--- config.mk ---
export PLATFORM = sky130hd
export DESIGN_NAME = firmware_image_verifier_flat
export DESIGN_NICKNAME = d
export VERILOG_FILES = /design/src/rtl/fiv_pkg.sv /design/src/rtl/fiv_if.sv /design/src/rtl/firmware_image_verifier.sv /design/src/flat_wrapper.sv
export SDC_FILE = /design/constraint.sdc
export NUM_CORES = 2
export LEC_CHECK = 0
export ABC_AREA = 1
export BUFFER_PORTS_ARGS = -buffer_cell sky130_fd_sc_hd__clkbuf_2
export CAP_MARGIN = 10
export CORE_MARGIN = 3
export CORE_UTILIZATION = 27
export CTS_CLUSTER_DIAMETER = 120
export DETAILED_ROUTE_END_ITERATION = 10
export HOLD_SLACK_MARGIN = 0.1
export RECOVER_POWER = 25
export SLEW_MARGIN = 20
export SYNTH_ARGS = -nofsm -noshare
export SYNTH_HDL_FRONTEND = slang
export SYNTH_SLANG_ARGS = --single-unit
--- constraint.sdc ---
create_clock -name clk -period 28 [get_ports clk]
set_input_delay 4.2 -clock clk [delete_from_list [all_inputs] [get_ports clk]]
set_output_delay 4.2 -clock clk [all_outputs]
set_load 0.05 [all_outputs]
--- src/rtl/fiv_pkg.sv ---
`timescale 1ns / 1ps
`default_nettype none
// ----------------------------------------------------------------------------
// fiv_pkg: shared constants of the firmware image verifier
// SHA-256 tables and functions, register indexes, verdict codes, widths.
// ----------------------------------------------------------------------------
package fiv_pkg;

  localparam int MAX_IMAGE_BYTES  = 1048576;
  localparam int MAX_MARKER_BYTES = 8;

  localparam int LEN_W   = 21;
  localparam int MLEN_W  = 4;
  localparam int CFG_W   = 64;
  localparam int CIDX_W  = 4;
  localparam int BYTE_W  = 8;
  localparam int VERD_W  = 2;

  localparam logic [CIDX_W-1:0] REG_IMAGE_LENGTH  = 4'd0;
  localparam logic [CIDX_W-1:0] REG_APP_BASE      = 4'd1;
  localparam logic [CIDX_W-1:0] REG_DIGEST_0      = 4'd2;
  localparam logic [CIDX_W-1:0] REG_DIGEST_1      = 4'd3;
  localparam logic [CIDX_W-1:0] REG_DIGEST_2      = 4'd4;
  localparam logic [CIDX_W-1:0] REG_DIGEST_3      = 4'd5;
  localparam logic [CIDX_W-1:0] REG_MARKER_BYTES  = 4'd6;
  localparam logic [CIDX_W-1:0] REG_MARKER_LENGTH = 4'd7;

  localparam logic [VERD_W-1:0] VERDICT_OK         = 2'd0;
  localparam logic [VERD_W-1:0] VERDICT_BAD_VECTOR = 2'd1;
  localparam logic [VERD_W-1:0] VERDICT_BAD_DIGEST = 2'd2;
  localparam logic [VERD_W-1:0] VERDICT_NO_MARKER  = 2'd3;

  localparam logic [31:0] STACK_LOW  = 32'h2000_0000;
  localparam logic [31:0] STACK_HIGH = 32'h2002_0000;

  localparam logic [31:0] ROUND_K [64] = '{
    32'h428a2f98, 32'h71374491, 32'hb5c0fbcf, 32'he9b5dba5,
    32'h3956c25b, 32'h59f111f1, 32'h923f82a4, 32'hab1c5ed5,
    32'hd807aa98, 32'h12835b01, 32'h243185be, 32'h550c7dc3,
    32'h72be5d74, 32'h80deb1fe, 32'h9bdc06a7, 32'hc19bf174,
    32'he49b69c1, 32'hefbe4786, 32'h0fc19dc6, 32'h240ca1cc,
    32'h2de92c6f, 32'h4a7484aa, 32'h5cb0a9dc, 32'h76f988da,
    32'h983e5152, 32'ha831c66d, 32'hb00327c8, 32'hbf597fc7,
    32'hc6e00bf3, 32'hd5a79147, 32'h06ca6351, 32'h14292967,
    32'h27b70a85, 32'h2e1b2138, 32'h4d2c6dfc, 32'h53380d13,
    32'h650a7354, 32'h766a0abb, 32'h81c2c92e, 32'h92722c85,
    32'ha2bfe8a1, 32'ha81a664b, 32'hc24b8b70, 32'hc76c51a3,
    32'hd192e819, 32'hd6990624, 32'hf40e3585, 32'h106aa070,
    32'h19a4c116, 32'h1e376c08, 32'h2748774c, 32'h34b0bcb5,
    32'h391c0cb3, 32'h4ed8aa4a, 32'h5b9cca4f, 32'h682e6ff3,
    32'h748f82ee, 32'h78a5636f, 32'h84c87814, 32'h8cc70208,
    32'h90befffa, 32'ha4506ceb, 32'hbef9a3f7, 32'hc67178f2
  };

  localparam logic [31:0] H_INIT [8] = '{
    32'h6a09e667, 32'hbb67ae85, 32'h3c6ef372, 32'ha54ff53a,
    32'h510e527f, 32'h9b05688c, 32'h1f83d9ab, 32'h5be0cd19
  };

  function automatic logic [31:0] rotr(input logic [31:0] x, input int n);
    return (x >> n) | (x << (32 - n));
  endfunction

  function automatic logic [31:0] sig0(input logic [31:0] x);
    return rotr(x, 7) ^ rotr(x, 18) ^ (x >> 3);
  endfunction

  function automatic logic [31:0] sig1(input logic [31:0] x);
    return rotr(x, 17) ^ rotr(x, 19) ^ (x >> 10);
  endfunction

  function automatic logic [31:0] bsig0(input logic [31:0] x);
    return rotr(x, 2) ^ rotr(x, 13) ^ rotr(x, 22);
  endfunction

  function automatic logic [31:0] bsig1(input logic [31:0] x);
    return rotr(x, 6) ^ rotr(x, 11) ^ rotr(x, 25);
  endfunction

endpackage
`default_nettype wire

--- src/rtl/fiv_if.sv ---
`timescale 1ns / 1ps
`default_nettype none
// ----------------------------------------------------------------------------
// fiv_if: request channels of the firmware image verifier
// Image byte channel and verdict channel, valid/ready handshake.
// ----------------------------------------------------------------------------
interface fiv_byte_if import fiv_pkg::*; ();
  logic              valid;
  logic              ready;
  logic [BYTE_W-1:0] image_byte;
  modport source (output valid, output image_byte, input ready);
  modport sink   (input valid, input image_byte, output ready);
endinterface

interface fiv_verdict_if import fiv_pkg::*; ();
  logic              valid;
  logic              ready;
  logic [VERD_W-1:0] verdict;
  modport source (output valid, output verdict, input ready);
  modport sink   (input valid, input verdict, output ready);
endinterface
`default_nettype wire

--- src/rtl/firmware_image_verifier.sv ---
`timescale 1ns / 1ps
`default_nettype none
// ----------------------------------------------------------------------------
// firmware_image_verifier: SHA-256 and vector table check of an image
// Byte-serial image check with one shared SHA-256 round unit.
// ----------------------------------------------------------------------------
// Usage:
//   byte_in carries image bytes in order, one request each. A byte is taken
//   while the block is idle. Every 64th byte starts a block compression:
//   64 rounds on the single round unit (S_ROUND), then a fold into the hash
//   (S_ADD), with byte_in.ready low throughout, so no byte is taken while a
//   block is compressed. After the byte that reaches the clamped image_length
//   the block pads the message (S_PAD), runs one or two more compressions
//   (the second when eight or fewer bytes are left in the last block),
//   compares the digest and then raises verdict_out.valid.
//   The verdict waits in an output register; the next image may start while
//   it waits. A second verdict is held back until the first is taken, and
//   byte_in stays not ready meanwhile.
//   Configuration is written through cfg_we/cfg_index/cfg_data; the user
//   must write it only when idle, as the block does not enforce this.
//   Reset (synchronous) restores register defaults and clears the image
//   state; no memory clear pass is needed.
// ----------------------------------------------------------------------------
module firmware_image_verifier import fiv_pkg::*; (
  input  wire logic              clk,
  input  wire logic              rst,
  fiv_byte_if.sink               byte_in,
  fiv_verdict_if.source          verdict_out,
  input  wire logic              cfg_we,
  input  wire logic [CIDX_W-1:0] cfg_index,
  input  wire logic [CFG_W-1:0]  cfg_data
);

  // sequencer states
  localparam logic [2:0] S_IDLE  = 3'd0;
  localparam logic [2:0] S_ROUND = 3'd1;
  localparam logic [2:0] S_ADD   = 3'd2;
  localparam logic [2:0] S_PAD   = 3'd3;
  localparam logic [2:0] S_LEN   = 3'd4;
  localparam logic [2:0] S_CHECK = 3'd5;

  // which compression is running
  localparam logic [1:0] PH_DATA  = 2'd0;
  localparam logic [1:0] PH_PAD1  = 2'd1;
  localparam logic [1:0] PH_FINAL = 2'd2;

  // configuration
  logic [LEN_W-1:0]  image_length;
  logic [31:0]       app_base;
  logic [255:0]      digest_exp;
  logic [63:0]       marker_bytes;
  logic [MLEN_W-1:0] marker_length;

  // image state
  logic [2:0]        state;
  logic [1:0]        phase;
  logic              pending_final;
  logic [5:0]        rnd;
  logic [31:0]       hash [8];
  logic [31:0]       v [8];
  logic [31:0]       w [16];   // message window, doubles as block buffer
  logic [LEN_W-1:0]  bytes_seen;
  logic [63:0]       vector_words;
  logic              vector_bad;
  logic [MLEN_W-1:0] match_count;
  logic              marker_seen;
  logic              out_valid;
  logic [VERD_W-1:0] out_verdict;

  assign byte_in.ready       = (state == S_IDLE);
  assign verdict_out.valid   = out_valid;
  assign verdict_out.verdict = out_verdict;

  wire accept = byte_in.valid && byte_in.ready;
  wire [BYTE_W-1:0] b = byte_in.image_byte;

  // verdict goes out once any earlier one has drained
  wire check_fire = (state == S_CHECK) && (!out_valid || verdict_out.ready);

  // effective lengths after clamping
  logic [LEN_W-1:0]  len_eff;
  logic [MLEN_W-1:0] mlen_eff;
  always_comb begin
    len_eff = {image_length[LEN_W-1:2], 2'b00};
    if (len_eff < LEN_W'(8)) len_eff = LEN_W'(8);
    if (len_eff > LEN_W'(MAX_IMAGE_BYTES)) len_eff = LEN_W'(MAX_IMAGE_BYTES);
    mlen_eff = marker_length;
    if (mlen_eff == '0) mlen_eff = MLEN_W'(1);
    if (mlen_eff > MLEN_W'(MAX_MARKER_BYTES)) mlen_eff = MLEN_W'(MAX_MARKER_BYTES);
  end

  // per-byte bookkeeping: count, vector words, marker scan
  logic [LEN_W-1:0]  seen_next;
  logic [63:0]       vec_next;
  logic              vec_bad_next;
  logic [MLEN_W-1:0] mc_start, mc_next;
  logic              seen_marker_next;
  logic [31:0]       sp, rv;
  always_comb begin
    seen_next = bytes_seen + LEN_W'(1);
    vec_next  = vector_words;
    if (bytes_seen < LEN_W'(8)) vec_next[{bytes_seen[2:0], 3'b000} +: 8] = b;
    sp = vec_next[31:0];
    rv = vec_next[63:32];
    vec_bad_next = vector_bad;
    if (seen_next == LEN_W'(8)) begin
      if (sp <= STACK_LOW || sp > STACK_HIGH || sp[2:0] != 3'b000 || !rv[0] ||
          rv < app_base ||
          {1'b0, rv[31:1], 1'b0} >= ({1'b0, app_base} + 33'(len_eff)))
        vec_bad_next = 1'b1;
    end
    mc_start = (match_count >= mlen_eff) ? '0 : match_count;
    if (b == marker_bytes[{mc_start[2:0], 3'b000} +: 8]) mc_next = mc_start + MLEN_W'(1);
    else mc_next = (b == marker_bytes[7:0]) ? MLEN_W'(1) : '0;
    seen_marker_next = marker_seen;
    if (mc_next == mlen_eff) begin
      seen_marker_next = 1'b1;
      mc_next = '0;
    end
  end

  // shared round unit
  logic [31:0] t1, t2, w_new;
  always_comb begin
    t1 = v[7] + bsig1(v[4]) + ((v[4] & v[5]) ^ (~v[4] & v[6])) + ROUND_K[rnd] + w[0];
    t2 = bsig0(v[0]) + ((v[0] & v[1]) ^ (v[0] & v[2]) ^ (v[1] & v[2]));
    w_new = w[0] + sig0(w[1]) + w[9] + sig1(w[14]);
  end

  // padded last block: keep bytes below fill, 0x80 at fill, zero above;
  // the bit count goes in the last two words when it fits
  logic [5:0]  fill;
  logic [31:0] w_pad [16];
  logic [31:0] bit_count;
  always_comb begin
    fill = bytes_seen[5:0];
    bit_count = {8'd0, bytes_seen, 3'b000};
    for (int i = 0; i < 16; i++) begin
      for (int k = 0; k < 4; k++) begin
        if (6'(4 * i + k) < fill) w_pad[i][31-8*k -: 8] = w[i][31-8*k -: 8];
        else if (6'(4 * i + k) == fill) w_pad[i][31-8*k -: 8] = 8'h80;
        else w_pad[i][31-8*k -: 8] = 8'h00;
      end
    end
    if (fill < 6'd56) begin
      w_pad[14] = '0;
      w_pad[15] = bit_count;
    end
  end

  // digest compare, expected bytes stored byte 0 in low bits
  logic digest_ok;
  always_comb begin
    digest_ok = 1'b1;
    for (int k = 0; k < 8; k++) begin
      if (hash[k] != {digest_exp[32*k +: 8], digest_exp[32*k+8 +: 8],
                      digest_exp[32*k+16 +: 8], digest_exp[32*k+24 +: 8]})
        digest_ok = 1'b0;
    end
  end

  // configuration registers
  always_ff @(posedge clk) begin
    if (rst) begin
      image_length  <= LEN_W'(8);
      app_base      <= '0;
      digest_exp    <= '0;
      marker_bytes  <= '0;
      marker_length <= MLEN_W'(1);
    end else if (cfg_we) begin
      unique case (cfg_index)
        REG_IMAGE_LENGTH:  image_length       <= cfg_data[LEN_W-1:0];
        REG_APP_BASE:      app_base           <= cfg_data[31:0];
        REG_DIGEST_0:      digest_exp[63:0]   <= cfg_data;
        REG_DIGEST_1:      digest_exp[127:64] <= cfg_data;
        REG_DIGEST_2:      digest_exp[191:128] <= cfg_data;
        REG_DIGEST_3:      digest_exp[255:192] <= cfg_data;
        REG_MARKER_BYTES:  marker_bytes       <= cfg_data;
        REG_MARKER_LENGTH: marker_length      <= cfg_data[MLEN_W-1:0];
        default: ;
      endcase
    end
  end

  // sequencer
  always_ff @(posedge clk) begin
    if (rst) begin
      state         <= S_IDLE;
      phase         <= PH_DATA;
      pending_final <= 1'b0;
      rnd           <= '0;
      for (int i = 0; i < 8; i++) hash[i] <= H_INIT[i];
      bytes_seen    <= '0;
      vector_words  <= '0;
      vector_bad    <= 1'b0;
      match_count   <= '0;
      marker_seen   <= 1'b0;
      out_valid     <= 1'b0;
    end else begin
      if (check_fire) out_valid <= 1'b1;
      else if (out_valid && verdict_out.ready) out_valid <= 1'b0;
      unique case (state)
        S_IDLE: begin
          if (accept) begin
            w[bytes_seen[5:2]][31-8*bytes_seen[1:0] -: 8] <= b;
            bytes_seen   <= seen_next;
            vector_words <= vec_next;
            vector_bad   <= vec_bad_next;
            match_count  <= mc_next;
            marker_seen  <= seen_marker_next;
            pending_final <= (seen_next >= len_eff);
            if (seen_next[5:0] == 6'd0) begin
              phase <= PH_DATA;
              rnd   <= '0;
              for (int i = 0; i < 8; i++) v[i] <= hash[i];
              state <= S_ROUND;
            end else if (seen_next >= len_eff) begin
              state <= S_PAD;
            end
          end
        end
        S_ROUND: begin
          v[7] <= v[6]; v[6] <= v[5]; v[5] <= v[4]; v[4] <= v[3] + t1;
          v[3] <= v[2]; v[2] <= v[1]; v[1] <= v[0]; v[0] <= t1 + t2;
          for (int i = 0; i < 15; i++) w[i] <= w[i+1];
          w[15] <= w_new;
          rnd <= rnd + 6'd1;
          if (rnd == 6'd63) state <= S_ADD;
        end
        S_ADD: begin
          for (int i = 0; i < 8; i++) hash[i] <= hash[i] + v[i];
          unique case (phase)
            PH_PAD1:  state <= S_LEN;
            PH_FINAL: state <= S_CHECK;
            default:  state <= pending_final ? S_PAD : S_IDLE;
          endcase
        end
        S_PAD: begin
          for (int i = 0; i < 16; i++) w[i] <= w_pad[i];
          rnd <= '0;
          for (int i = 0; i < 8; i++) v[i] <= hash[i];
          if (fill < 6'd56) begin
            phase <= PH_FINAL;
          end else begin
            phase <= PH_PAD1;
          end
          state <= S_ROUND;
        end
        S_LEN: begin
          for (int i = 0; i < 14; i++) w[i] <= '0;
          w[14] <= '0;
          w[15] <= bit_count;
          rnd <= '0;
          for (int i = 0; i < 8; i++) v[i] <= hash[i];
          phase <= PH_FINAL;
          state <= S_ROUND;
        end
        S_CHECK: begin
          // wait for a previous verdict to drain
          if (check_fire) begin
            priority if (vector_bad) out_verdict <= VERDICT_BAD_VECTOR;
            else if (!digest_ok)     out_verdict <= VERDICT_BAD_DIGEST;
            else if (!marker_seen)   out_verdict <= VERDICT_NO_MARKER;
            else                     out_verdict <= VERDICT_OK;
            for (int i = 0; i < 8; i++) hash[i] <= H_INIT[i];
            bytes_seen    <= '0;
            vector_words  <= '0;
            vector_bad    <= 1'b0;
            match_count   <= '0;
            marker_seen   <= 1'b0;
            pending_final <= 1'b0;
            state         <= S_IDLE;
          end
        end
        default: state <= S_IDLE;
      endcase
    end
  end

  // checks
  a_round_steps: assert property (@(posedge clk) disable iff (rst)
    (state == S_ROUND && rnd != 6'd63) |=> (state == S_ROUND && rnd == $past(rnd) + 6'd1))
    else $error("round counter skipped");

  a_verdict_source: assert property (@(posedge clk) disable iff (rst)
    $rose(out_valid) |-> $past(state) == S_CHECK)
    else $error("verdict raised outside check");

  a_count_bound: assert property (@(posedge clk) disable iff (rst)
    bytes_seen <= LEN_W'(MAX_IMAGE_BYTES))
    else $error("byte count beyond maximum image");

endmodule
`default_nettype wire
--- src/flat_wrapper.sv ---
// flat-port wrapper written by rule: the top's interface ports become plain ports
module firmware_image_verifier_flat import fiv_pkg::*;
  (clk, rst, cfg_we, cfg_index, cfg_data, byte_in_valid, byte_in_image_byte, byte_in_ready, verdict_out_valid, verdict_out_verdict, verdict_out_ready);
  fiv_byte_if byte_in_i ();
  fiv_verdict_if verdict_out_i ();
  input  wire logic clk;
  input  wire logic rst;
  input  wire logic cfg_we;
  input  wire logic [CIDX_W-1:0] cfg_index;
  input  wire logic [CFG_W-1:0] cfg_data;
  input wire logic [$bits(byte_in_i.valid)-1:0] byte_in_valid;
  input wire logic [$bits(byte_in_i.image_byte)-1:0] byte_in_image_byte;
  output wire logic [$bits(byte_in_i.ready)-1:0] byte_in_ready;
  output wire logic [$bits(verdict_out_i.valid)-1:0] verdict_out_valid;
  output wire logic [$bits(verdict_out_i.verdict)-1:0] verdict_out_verdict;
  input wire logic [$bits(verdict_out_i.ready)-1:0] verdict_out_ready;
  assign byte_in_i.valid = byte_in_valid;
  assign byte_in_i.image_byte = byte_in_image_byte;
  assign byte_in_ready = byte_in_i.ready;
  assign verdict_out_valid = verdict_out_i.valid;
  assign verdict_out_verdict = verdict_out_i.verdict;
  assign verdict_out_i.ready = verdict_out_ready;
  firmware_image_verifier u_core (.clk(clk), .rst(rst), .byte_in(byte_in_i), .verdict_out(verdict_out_i), .cfg_we(cfg_we), .cfg_index(cfg_index), .cfg_data(cfg_data));
endmodule
# Word level (Yosys, flattened, before mapping)

Memory sizes are Yosys's and may differ from the RTL's.
Cells that the tools add are included.

Flip-flop bits (word level): 483
RAM bits: 1024
Bits in read-only memories: 2048
Input bits: 81
Output and inout bits: 4
Memories: 4

Add/sub/neg operators: 25
$lt $le $gt $ge: 76
Equal/unequal tests: 98
Shifts and indexed selects: 5
Muxes and demuxes: 289
Bitwise gates (word level): 101
Reductions and logical operators: 38

Memories:

| name            | words | bits a word | rd ports | clocked after memory_dff | write ports | RTL line                       | text |
|---|---|---|---|---|---|---|---|
| (no name shown) | 64    | 32          | 1        | 0                        | 0           | firmware_image_verifier.sv:125 | `t1 = v[7] + bsig1(v[4]) + ((v[4] & v[5]) ^ (~v[4] & v[6])) + ROUND_K[rnd] + w[0];` |
| u_core.w        | 16    | 32          | 16       | 0                        | 16          | firmware_image_verifier.sv:61  | `logic [31:0] w [16];` |
| u_core.hash     | 8     | 32          | 8        | 0                        | 8           | firmware_image_verifier.sv:59  | `logic [31:0] hash [8];` |
| u_core.v        | 8     | 32          | 8        | 0                        | 8           | firmware_image_verifier.sv:60  | `logic [31:0] v [8];` |

Operators by type and width:

| operator                | count |
|---|---|
| $mux 32                 | 77 |
| $mux 8                  | 128 |
| $add 32x32->32          | 18 |
| $xor 32x32->32          | 9 |
| $mux 64                 | 4 |
| $ne 32x32->1            | 8 |
| $eq 6x6->1 const A      | 32 |
| $lt 6x6->1 const A      | 32 |
| $and 32x32->32          | 5 |
| $pmux 64 s2             | 1 |
| $eq 5x6->1 const A      | 16 |
| $lt 5x6->1 const A      | 16 |
| $mux 21                 | 4 |
| $or 1x1->1              | 72 |
| $bwmux 64               | 1 |
| $shift 8x8->64 const A  | 1 |
| $shiftx 64x7->8         | 1 |
| $shiftx 8x8->64         | 1 |
| $eq 4x6->1 const A      | 8 |
| $lt 4x6->1 const A      | 8 |
| $mux 1                  | 44 |
| $lt 21x4->1 const B     | 2 |
| $pmux 21 s2             | 1 |
| $shift 8x34->39 const A | 1 |
| other kinds (78)        | 142 |

# Logic depth before layout (Yosys ltp)

Word-level depth: 14
Depth in mapped cells: 50

# Worst setup path before layout

Ideal clock, no wire load.

Path type: input -> register
From: input byte_in_valid
To: memory u_core.v[0][0] (enable)
Setup time: 0.901 ns
Arrival: 15.852 ns
Required time: 27.099 ns
Slack: 11.247 ns
Stages on the path: 6
Path through: inv_1 > nor2_4 > inv_2 > nor2_4 > inv_2 > o21ai_0

RTL lines:

| item            | RTL line                      | text |
|---|---|---|
| start, declared | flat_wrapper.sv:11            | `input wire logic [$bits(byte_in_i.valid)-1:0] byte_in_valid;` |
| end, declared   | firmware_image_verifier.sv:60 |  |

==> metrics <==
RSZ-0062 raised after global routing=no; Mapped Area=96,300 um2; EDFF count, synth=834; Period Utilization, post-route=56.9%; crit-path max cell delay=between 6000 and 7000 ps; Setup crit start kind=input port; Crit path max-delay family=buffers and inverters; worst r2r dst=u_core.w[13][28]; DP HPWL=just under 300 mm; DRT iter0 DRCs=between 9,000 and 10,000; violated checks=max-capacitance violations, max-slew violations; tightest hold margin=roughly 450 ps; Power, Total=10.2 mW; CP Cell Sequence=clkbuf_1 > nor2_1 > clkbuf_1 > inv_8 > nand2_1 > buf_4 > nor3_1 > nand2_1 > inv_1 > o22ai_1 > buf_2; Distinct cells, synth=82; Die Span X=~600 um; drt wl/cell=23.4 um; # setup viols final=0; Tmin final=~16,000 ps; post-CTS sizing=0; global-route wire length before repair=566 mm; TritonCTS clock tree=built; num rows=218; status=finished, violations left; worst hold path depth=2; Final nets=around 13,000; RePlAce Congestion=roughly 1; setup bufs post-CTS=0; Clock Latency Late Sink=900 ps; Arr. time, crit path=~16,000 ps; wl on met1=between 150 and 200 mm; largest net degree at the start of global routing=235; Rel. slew slack=-495%; Worst Clk Skew=~100 ps; Hold Vio Cnt, Final=0; Crit. End Element=register; worst r2r src=u_core.state[0]; CP max FO=153; htree depth=4; drc violations=0; Initial Util=a little over a quarter; GRT overflow=0; Final Cell Area=between 100,000 and 150,000 um2; Max Cap Violations=17; CTS Hold Bufs=0; num ports=85; via count=86,500; clock slew at the register clock pins of the worst setup and hold paths=around 60 ps; routed wire length=around 400 mm; Placed Instance Area=between 100,000 and 150,000 um2; Main synth FF type=edfxtp_1; Avg Cell Area, Syn=7.89 um2; Routed met2 length=between 150 and 200 mm; number of global-route vias before repair=80,300; Reg2Reg Setup Slack=around 16,000 ps; slowest CP cell=clkbuf_1; Required @ worst endpoint=28,510 ps; R2R cell count=15; Max IR drop VDD=0.000129 V; DRT Pass-1 Iters=6; kind of critical path=input port to register; total CTS buffers=between 150 and 200; Synth async-reset ratio=0%; Cells after Synth=about 12,000; Yosys warnings=0; HP Start=u_core.marker_bytes[12]; Pwr Density=94.8 nW/um2; initial antenna violation count=34; via/cell ratio=about 5.1; top sig layer=met5; Met3 Routed Length=around 32 mm; area leader, netlist=edfxtp_1; Die H=approximately 600 um; measured slew at the worst slew-check pin=around 9000 ps; Clock Sinks=approximately 1,500; Seq cells post-synth=~1,500; Synth-to-Final Area Change=11.3%; Syn Nets=approximately 13,000; clock root cell=clkbuf_16; Fmax=around 63 MHz; Seq/Total Area, Yosys=about two fifths; Routed Antenna Nets=0; Critical Path Start=rst; port bufs=84; layout cells sized above 1=roughly 5%; largest cells by area after synthesis=edfxtp_1 26%, dfxtp_1 14%, nand2_1 11%; Core ar.=between 300,000 and 400,000 um2; crit path buf inv count=6; Total GRT Usage=21.0%; LEAKAGE=approximately 44 nW; Die ar.=roughly 360,000 um2; worst hold path endpoint=u_core.marker_bytes[12]; post-synth top area share=a little over a quarter; Hold Path Class=register to register; Max Root-Sink Buffers=4; Slew Viols, Final=roughly 1,100; Final TNS setup=0 ps
-- registers in the layout (all words and copies together), names as in the netlist, 2 cells and up --
signal and cells:
u_core.state 3, u_core.vector_words 64, u_core.w 512, u_core.image_length 19, u_core.match_count 4, u_core.app_base 32
u_core.marker_length 4, u_core.digest_exp 256, u_core.hash 256, u_core.rnd 6, u_core.marker_bytes 64, u_core.phase 2
u_core.verdict_out.verdict 2, u_core.bytes_seen 21, u_core.v 256
-- how the worst max path moves through the flow --
stage / endpoint / slack (ps) / depth (start not counted)
2_1_floorplan: u_core.v[0][0] / 11250 / 6
3_3_place_gp: u_core.v[0][31] / 17910 / 44
3_5_place_dp: u_core.v[0][31] / 17950 / 44
4_1_cts: u_core.v[0][31] / 17940 / 44
5_1_grt: u_core.w[13][26] / 11710 / 11
6_report: u_core.w[13][28] / 12070 / 11
-- metal layers --
layer / vias up / global-route usage, %
met5: - / 0
li1: 40600 / -
met1: 41400 / 27.4
met3: 813 / 3.15
met2: 3680 / 32.6
met4: 12 / 12.7
-- area by class of cell --
| class | instances | area [um2] |
|---|---|---|
| clock buffers | 232 | 4820 |
| multi-input cells | 8801 | 50800 |
| flip-flops and latches | 1505 | 38500 |
| well taps | 4730 | 5920 |
| diodes | 25 | 62.6 |
| fillers | 37800 | 247000 |
| inverters | 1394 | 5250 |
| repair buffers | 187 | 1160 |
| clock inverters | 74 | 716 |
-- tightest hold or removal path, delay by kind of cell (launching register included) --
family / cells / cell delay (ps)
AO/OA/AOI/OAI: 1 / 50
buffers and inverters: 1 / 60
flip-flops: 1 / 300
-- Yosys cell counts, types with 28 or more instances --
library cell,instances
a211oi_1,28
buf_2,31
o21bai_1,31
xor2_1,278
nor2_1,1072
o21a_1,44
ha_1,503
a21o_1,30
buf_1,36
inv_1,1360
clkbuf_1,426
or2_2,53
dfxtp_1,671
o21ai_1,52
nand2_1,2739
o22ai_1,60
nand3_1,322
nand4_1,128
edfxtp_1,834
o21ai_0,1176
o211ai_1,84
a31oi_1,88
o221ai_1,39
nor4_1,39
fa_1,196
a21oi_1,1090
nor3_1,99
xnor2_1,364
-- per-stage QoR --
stage	util [%]	setup slack [ps]	std cells
4_1_cts	30.3	17940	16900
3_3_place_gp	28.7	17910	16600
3_5_place_dp	28.7	17950	16600
2_1_floorplan	-	11250	12200
5_1_grt	30.3	11710	16900
6_report	30.3	12070	16900
-- cell usage in the layout (no fill, tap or decap), types with 86 or more instances in the layout --
master and n:
a21oi_1 1086, dfxtp_1 671, ha_1 503, clkbuf_16 176, o21ai_0 1170, nand2_1 2739
xnor2_1 364, a31oi_1 87, edfxtp_1 834, nand3_1 322, nor2_1 1062, nor3_1 97
fa_1 196, inv_1 1354, nand4_1 128, buf_4 86, xor2_1 278
-- report_power, final --
part           internal (mW)  switching (mW)  total (mW)
logic                   1.67            3.50        5.17
registers               2.52           0.185        2.71
clock network           1.30           0.985        2.29
-- cell families after synthesis --
logic type | Yosys count | synth area share [%]
DFF | 1505 | 40.0
muxes | 34 | 0.368
and+or+nand+nor | 4535 | 19.2
xor gates and xnor gates | 642 | 5.84
adders and majority gates | 704 | 10.7
AOI/OAI and AO/OA | 2886 | 16.5
buffers and inverters | 1897 | 7.51
(Power assumes the default switching activity.)
